File: src/sv/stl_pkg.sv
// Shared types, codes and constants for the sorted timestamp log.
package stl_pkg;

  localparam int STAMP_W       = 64;
  localparam int REQ_W         = 2;
  localparam int STATUS_W      = 2;
  localparam int OUT_CNT_W     = 9;
  localparam int LOG_DEPTH_DEF = 256;

  // request codes
  localparam logic [REQ_W-1:0] REQ_APPEND = 2'd0;
  localparam logic [REQ_W-1:0] REQ_MERGE  = 2'd1;
  localparam logic [REQ_W-1:0] REQ_CLEAR  = 2'd2;

  // result status codes
  localparam logic [STATUS_W-1:0] ST_OK   = 2'd0;
  localparam logic [STATUS_W-1:0] ST_DUP  = 2'd1;
  localparam logic [STATUS_W-1:0] ST_FULL = 2'd2;

  // operation broadcast to every cell of the row
  typedef enum logic [2:0] {
    CELL_HOLD,
    CELL_LOAD,
    CELL_SCAN,
    CELL_APPEND,
    CELL_MERGE
  } cell_op_t;

  typedef struct packed {
    cell_op_t           op;
    logic [STAMP_W-1:0] stamp;
  } cell_cmd_t;

endpackage

File: src/sv/stl_cell.sv
// One log entry cell: stored stamp, compare flags and a scan node for the top-down search.
module stl_cell #(
  parameter int IDX_W = 8,
  parameter int CNT_W = 9,
  parameter int INDEX = 0
) (
  input  logic                        clk,
  input  stl_pkg::cell_cmd_t          cmd,
  input  logic [CNT_W-1:0]            count,
  input  logic [stl_pkg::STAMP_W-1:0] prev_stamp,
  input  logic                        prev_found,
  input  logic                        up_found,
  input  logic                        up_dup,
  input  logic [IDX_W-1:0]            up_idx,
  output logic [stl_pkg::STAMP_W-1:0] cell_stamp,
  output logic                        found,
  output logic                        dup,
  output logic [IDX_W-1:0]            hit_idx
);

  localparam logic [CNT_W-1:0] MY_CNT = CNT_W'(INDEX);
  localparam logic [IDX_W-1:0] MY_IDX = IDX_W'(INDEX);

  logic occupied;
  logic le_hit;
  logic eq_hit;

  // local compare against the request stamp
  assign occupied = MY_CNT < count;
  assign le_hit   = occupied && ($signed(cell_stamp) <= $signed(cmd.stamp));
  assign eq_hit   = occupied && (cell_stamp == cmd.stamp);

  // found: some entry at or above this cell is <= stamp; dup/hit_idx belong to the highest one
  always_ff @(posedge clk) begin
    unique case (cmd.op)
      stl_pkg::CELL_LOAD: begin
        found   <= le_hit;
        dup     <= eq_hit;
        hit_idx <= MY_IDX;
      end
      stl_pkg::CELL_SCAN: begin
        if (up_found) begin
          found   <= 1'b1;
          dup     <= up_dup;
          hit_idx <= up_idx;
        end
      end
      stl_pkg::CELL_APPEND: begin
        if (MY_CNT == count) begin
          cell_stamp <= cmd.stamp;
        end
      end
      stl_pkg::CELL_MERGE: begin
        // cells above the insert point take the lower neighbor, the insert point takes the stamp
        if (!found) begin
          cell_stamp <= prev_found ? cmd.stamp : prev_stamp;
        end
      end
      default: begin
      end
    endcase
  end

endmodule

File: config.mk
export PLATFORM = sky130hd
export DESIGN_NAME = stl_cell
export DESIGN_NICKNAME = d
export VERILOG_FILES = /design/src/sv/stl_pkg.sv /design/src/sv/stl_cell.sv
export SDC_FILE = /design/constraint.sdc
export NUM_CORES = 1
export LEC_CHECK = 0
export CAP_MARGIN = 20
export CORE_MARGIN = 2
export CORE_UTILIZATION = 60
export CTS_CLUSTER_DIAMETER = 80
export CTS_CLUSTER_SIZE = 25
export DETAILED_ROUTE_END_ITERATION = 7
export DONT_BUFFER_PORTS = 1
export HOLD_SLACK_MARGIN = 0.06
export PLACE_DENSITY = 0.72
export SYNTH_ARGS = -nofsm -noshare
export SYNTH_HDL_FRONTEND = slang
export SYNTH_SLANG_ARGS = --single-unit
File: constraint.sdc
create_clock -name clk -period 7.3 [get_ports clk]
set_input_delay 1.46 -clock clk [delete_from_list [all_inputs] [get_ports clk]]
set_output_delay 1.46 -clock clk [all_outputs]
set_load 0.01 [all_outputs]
Word level (Yosys, flattened, before mapping)
Index checks and enable logic that the tools add are counted.
Widths: inputs -> output; s select.
{"block": "classes", "order_cmp": 2, "eq_ne": 8, "muxes": 10, "reduce_logical": 7}
{"cell": "$mux 64", "count": 3}
{"cell": "$pmux 64 s2", "count": 1}
{"cell": "$eq 64x64->1", "count": 1}
{"cell": "$le 64x64->1", "count": 1}
{"cell": "$pmux 8 s2", "count": 1}
{"cell": "$logic_not 9->1", "count": 1}
{"cell": "$lt 1x9->1 const A", "count": 1}
{"cell": "$mux 8", "count": 1}
{"cell": "$eq 3x2->1 const B", "count": 2}
{"cell": "$ne 2x2->1 const B", "count": 3}
{"cell": "$pmux 1 s2", "count": 2}
{"cell": "$reduce_bool 2->1", "count": 2}
{"cell": "$eq 3x1->1 const B", "count": 1}
{"cell": "$eq 3x3->1 const B", "count": 1}
{"cell": "$reduce_and 3->1", "count": 1}
{"cell": "$logic_and 1x1->1", "count": 2}
{"cell": "$mux 1", "count": 2}
{"cell": "$reduce_and 2->1", "count": 1}
{"block": "totals", "out_inout_bits": 74, "regBits": 74, "in_bits": 152, "wordCells": 31}

Logic depth before layout (Yosys ltp)
{"block": "depth", "ltp_word": 3, "mapped_depth": 9, "ltp_nobuf": 9}

Worst setup path before layout
OpenSTA, ideal clock, no wires.
{"block": "synth_path", "path_type": "input port to flip-flop", "startpoint": "input count[2]", "endpoint": "register cell_stamp[0] (netlist name), enable pin", "required_time_ns": 6.792, "cell_stages": 3, "setup_time_ns": 0.508, "arrival_ns": 5.024, "n_path_buf": 0, "setup_slack_ns": 1.768, "path_cell_list": "nor4_1 nand3_1 o22ai_1"}
{"block": "synth_via", "elab_chain_cells": 3}
{"item": "start: declaration", "line": "stl_cell.sv:9", "text": "input logic [CNT_W-1:0] count,"}
{"item": "$logic_not 9->1", "line": "stl_cell.sv:49", "text": "if (MY_CNT == count) begin"}
{"item": "$ne 2x2->1 (no source line)"}
{"item": "$reduce_and 3->1 (no source line)"}
{"item": "end signal: assignment", "line": "stl_cell.sv:50", "text": "cell_stamp <= cmd.stamp;"}
{"item": "end signal: assignment", "line": "stl_cell.sv:56", "text": "cell_stamp <= prev_found ? cmd.stamp : prev_stamp;"}
{"item": "end: declaration", "line": "stl_cell.sv:15", "text": "output logic [stl_pkg::STAMP_W-1:0] cell_stamp,"}
No other way between the ends.
A chain may end at the register's enable or synchronous reset.

Final worst setup path
{"block": "layout_path", "startpoint": "input cmd[51] (netlist name)", "endpoint": "register found, data pin"}
{"block": "layout_via", "elab_chain_cells": 3}
{"item": "start: declaration", "line": "stl_cell.sv:8", "text": "input stl_pkg::cell_cmd_t cmd,"}
{"item": "$le 64x64->1", "line": "stl_cell.sv:30", "text": "assign le_hit = occupied && ($signed(cell_stamp) <= $signed(cmd.stamp));"}
{"item": "$logic_and 1x1->1", "line": "stl_cell.sv:30"}
{"item": "$pmux 1 s2", "line": "stl_cell.sv:35", "text": "unique case (cmd.op)"}
{"item": "end signal: assignment", "line": "stl_cell.sv:37", "text": "found <= le_hit;"}
{"item": "end: declaration", "line": "stl_cell.sv:16", "text": "output logic found,"}
No other way between the ends.

==> metrics.csv <==
stage;metric;value;unit
clock_network;Clock Latency Late Sink;0.34;ns
drt;mean routed wirelength per cell;18.3;um
timing;Tmin final;3.16;ns
timing;final worst-path cycle share;43.3;%
grt;vias in the first global route;3368;
min_path;HP Start;cell_stamp[63]$_DFFE_PP_;
final_layout;layout cells sized above 1;4.85;%
setup_path;Critical Path, Cell by Cell;inv_1 > ha_1 > a21oi_2 > o21ai_1 > a221o_1 > a2111o_1 > a21oi_2 > and3_1 > nor3_2;
logic_synthesis;Mapped Area;4650;sq um
floorplanning;# rows;32;
setup_path;CP max stage delay;0.44;ns
logic_synthesis;Mapped Avg Cell Area;9.89;sq um
run;maxcap violations;0;
clock_network;Post-CTS Setup Bufs;0;
grt;initial antenna violation count;0;
setup_path;setup slack, reg-to-reg;4.79;ns
timing;Slew HR;39.6;%
final_layout;diode count;0;
placed_design;dpl hpwl;8170;um
logic_synthesis;Yosys cell types;37;
drt;1st-iter DRT viols;142;
power;internal power;0.671;mW
placed_design;RD Place Congestion;0.785;
power;Leak;2.01;nW
drt;Pre-antenna DRT Iters;4;
setup_path;Setup Crit Path Kind;primary input to flip-flop;
power;switching power;0.213;mW
floorplanning;die height;92.0;um
logic_synthesis;ys async rst share;0;%
power;switching portion of total power;24.1;%
final_layout;most frequent cells in the layout;nand2_1, edfxtp_1, inv_1;
clock_network;clock root cell;clkbuf_8;
setup_path;reg2reg path depth;8;
floorplanning;die area;8470;sq um
logic_synthesis;post-synth top area cell;edfxtp_1;
setup_path;Reg-to-Reg End;found$_SDFFCE_PP1P_;
logic_synthesis;area share of the largest cell type after synthesis;47.8;%
timing;RSZ-0062 raised after global routing;false;
setup_path;crit path capture type;flip-flop;
final_layout;sequential cell area;2220;sq um
logic_synthesis;syn_nets;686;
clock_network;TritonCTS Sinks;74;
timing;max frequency;316;MHz
logic_synthesis;Post-synth EDFFs;74;
timing;Slew Viols, Final;0;
timing;clock skew;0.0142;ns
final_layout;most common cell after layout, fill and taps aside;nand2_1;
power;Tot Pwr;0.884;mW
logic_synthesis;YS warnings;0;
setup_path;CP max-delay cell;a2111o_1;
logic_synthesis;sequential-to-total area share from yosys stat;47.8;%
setup_path;Top delay family on crit path;compound AO/OA/AOI/OAI gates;
power;pwr dens;178;nW/um^2
power;Max IR drop VDD;105;uV
grt;GRT Resource Usage Total;24.3;%
timing;final hold vios;0;
timing;Final TNS setup;0;ns
clock_network;CTS clk-pin slew, worst paths;0.07;ns
floorplanning;Ports;226;
placed_design;port buffer count;0;
floorplanning;Initial Util;61.1;%
logic_synthesis;ranking of synthesized cells by area;edfxtp_1, ha_1, o21ai_0;
clock_network;H-tree levels;3;
timing;Slew @ Worst Pin;0.906;ns
timing;endpoints failing setup;0;
drt;via count;3416;
power;Logic pwr share;10.3;%
grt;wire length of the first global-routing pass;16000;um
floorplanning;core area;7610;sq um
timing;WHS;1.16;ns
floorplanning;Die Width;92.0;um
clock_network;CTS Hold Bufs;0;
drt;DRC viols;0;
logic_synthesis;top_reg_cell synth;edfxtp_1;
final_layout;nets;687;
power;Seq pwr share;55.7;%
final_layout;Util after Layout;65.1;%
run_status;outcome;complete, no violations;
min_path;Hold Crit Depth;5;
setup_path;CP Launch Type;primary input;
setup_path;Critical Path AT;3.25;ns
setup_path;Worst Path Max Fanout;3;
drt;post-DR vias/cell;5.93;
clock_network;Post-CTS Resized;0;
final_layout;area delta synth->final;6.59;%
min_path;Hold WC Path Type;flip-flop to flip-flop;
drt;final wirelength;10500;um
logic_synthesis;cells after synthesis;470;
setup_path;crit path buf inv count;1;
clock_network;CTS tree;done;
logic_synthesis;number of synthesized register bits;74;
power;clock power share;34.0;%
setup_path;CP required;7.39;ns
final_layout;Filler Cells Inserted;616;
drt;Detail Route Antenna Nets;0;
setup_path;Reg2Reg Launch Point;cell_stamp[35]$_DFFE_PP_;
min_path;WHS Endpoint;found$_SDFFCE_PP1P_;
setup_path;most frequent CP cell;a21oi_2;
grt;grt ovf;0;
final_layout;area of the multi-input gates;2150;sq um
grt;largest net degree at the start of global routing;66;
clock_network;Clock Path Buffers;2;
clock_network;Inserted Clock Buffers;9;
==> state kept, by name, summed over array words and instances, names as in the netlist <==
name        count
cell_stamp     64
hit_idx         8
dup             1
found           1
==> power groups by stage <==
stage	registers [mW]	logic (mW)	clock network [mW]
after CTS	0.493	0.0911	0.303
after global placement	0.502	0.0852	0
final	0.493	0.0909	0.301
after floorplan	0.500	0.0702	0
after global routing	0.494	0.105	0.320
after detailed placement	0.502	0.0898	0
==> worst max path at each step <==
stage,start,to,slack [ns],cells past startpoint
after detailed placement,cmd[65],cell_stamp[0]$_DFFE_PP_,3.44,5
after global placement,cmd[65],cell_stamp[0]$_DFFE_PP_,3.50,5
after floorplan,count[2],cell_stamp[0]$_DFFE_PP_,1.77,3
after global routing,cmd[38],found$_SDFFCE_PP1P_,4.04,9
final,cmd[51],found$_SDFFCE_PP1P_,4.14,9
after CTS,cmd[65],cell_stamp[0]$_DFFE_PP_,3.81,5
==> worst reg2reg max path, stage by stage (launching register included) <==
cell and delay (ns):
edfxtp_1 0.49, ha_1 0.35, a21oi_2 0.12, o21ai_1 0.07, a221o_1 0.35, a2111o_1 0.44
a21oi_2 0.21, and3_1 0.19, nor3_2 0.05
==> per-layer routing <==
layer | global-route usage (%) | vias up | part of all wire (%)
met3 | 8.38 | 15 | 9.1
met1 | 27.3 | 1568 | 39
met2 | 43.0 | 157 | 50
met5 | 0 | - | 0
li1 | - | 1676 | -
met4 | 8.58 | 0 | 1.7
==> logic make-up (layout without fill, tap and decap cells) <==
group	count (synthesis)	count (layout)	synth area share, %
adders and majority gates	64	64	17.2
DFF	74	74	47.8
buffers and inverters	79	83	6.49
and+or+nand+nor	139	139	14.3
muxes	1	1	0.242
AOI/OAI and AO/OA	113	113	13.9
==> final cells by class <==
cell class / count / share of cell area [%]
Inverter: 65 / 4.92
Sequential cell: 74 / 44.8
Clock inverter: 4 / 0.909
Multi-Input combinational cell: 317 / 43.3
Tap cell: 102 / 2.58
Timing Repair Buffer: 4 / 0.859
Clock buffer: 10 / 2.58
==> synth_stat cells, types with 3 or more instances <==
master     n
nand2_1   78
edfxtp_1  74
inv_1     65
ha_1      64
o21ai_0   60
a21oi_1   24
nand3_1   11
nand4_1   11
clkbuf_1  10
and2_1     8
nor2_1     8
o21ai_1    7
a21o_1     5
a21oi_2    4
and4_1     4
buf_2      4
nor4_1     4
nand3b_1   3
nor3_1     3
==> stage by stage <==
stage	instances	setup WS [ns]	cell area, sq um
global route	576	4.04	4950
finish	576	4.14	4950
CTS	575	3.81	4930
floorplan	470	1.77	4650
global placement	561	3.50	4760
detailed placement	561	3.44	4760
No activity file was read; power rests on OpenSTA's default activity.
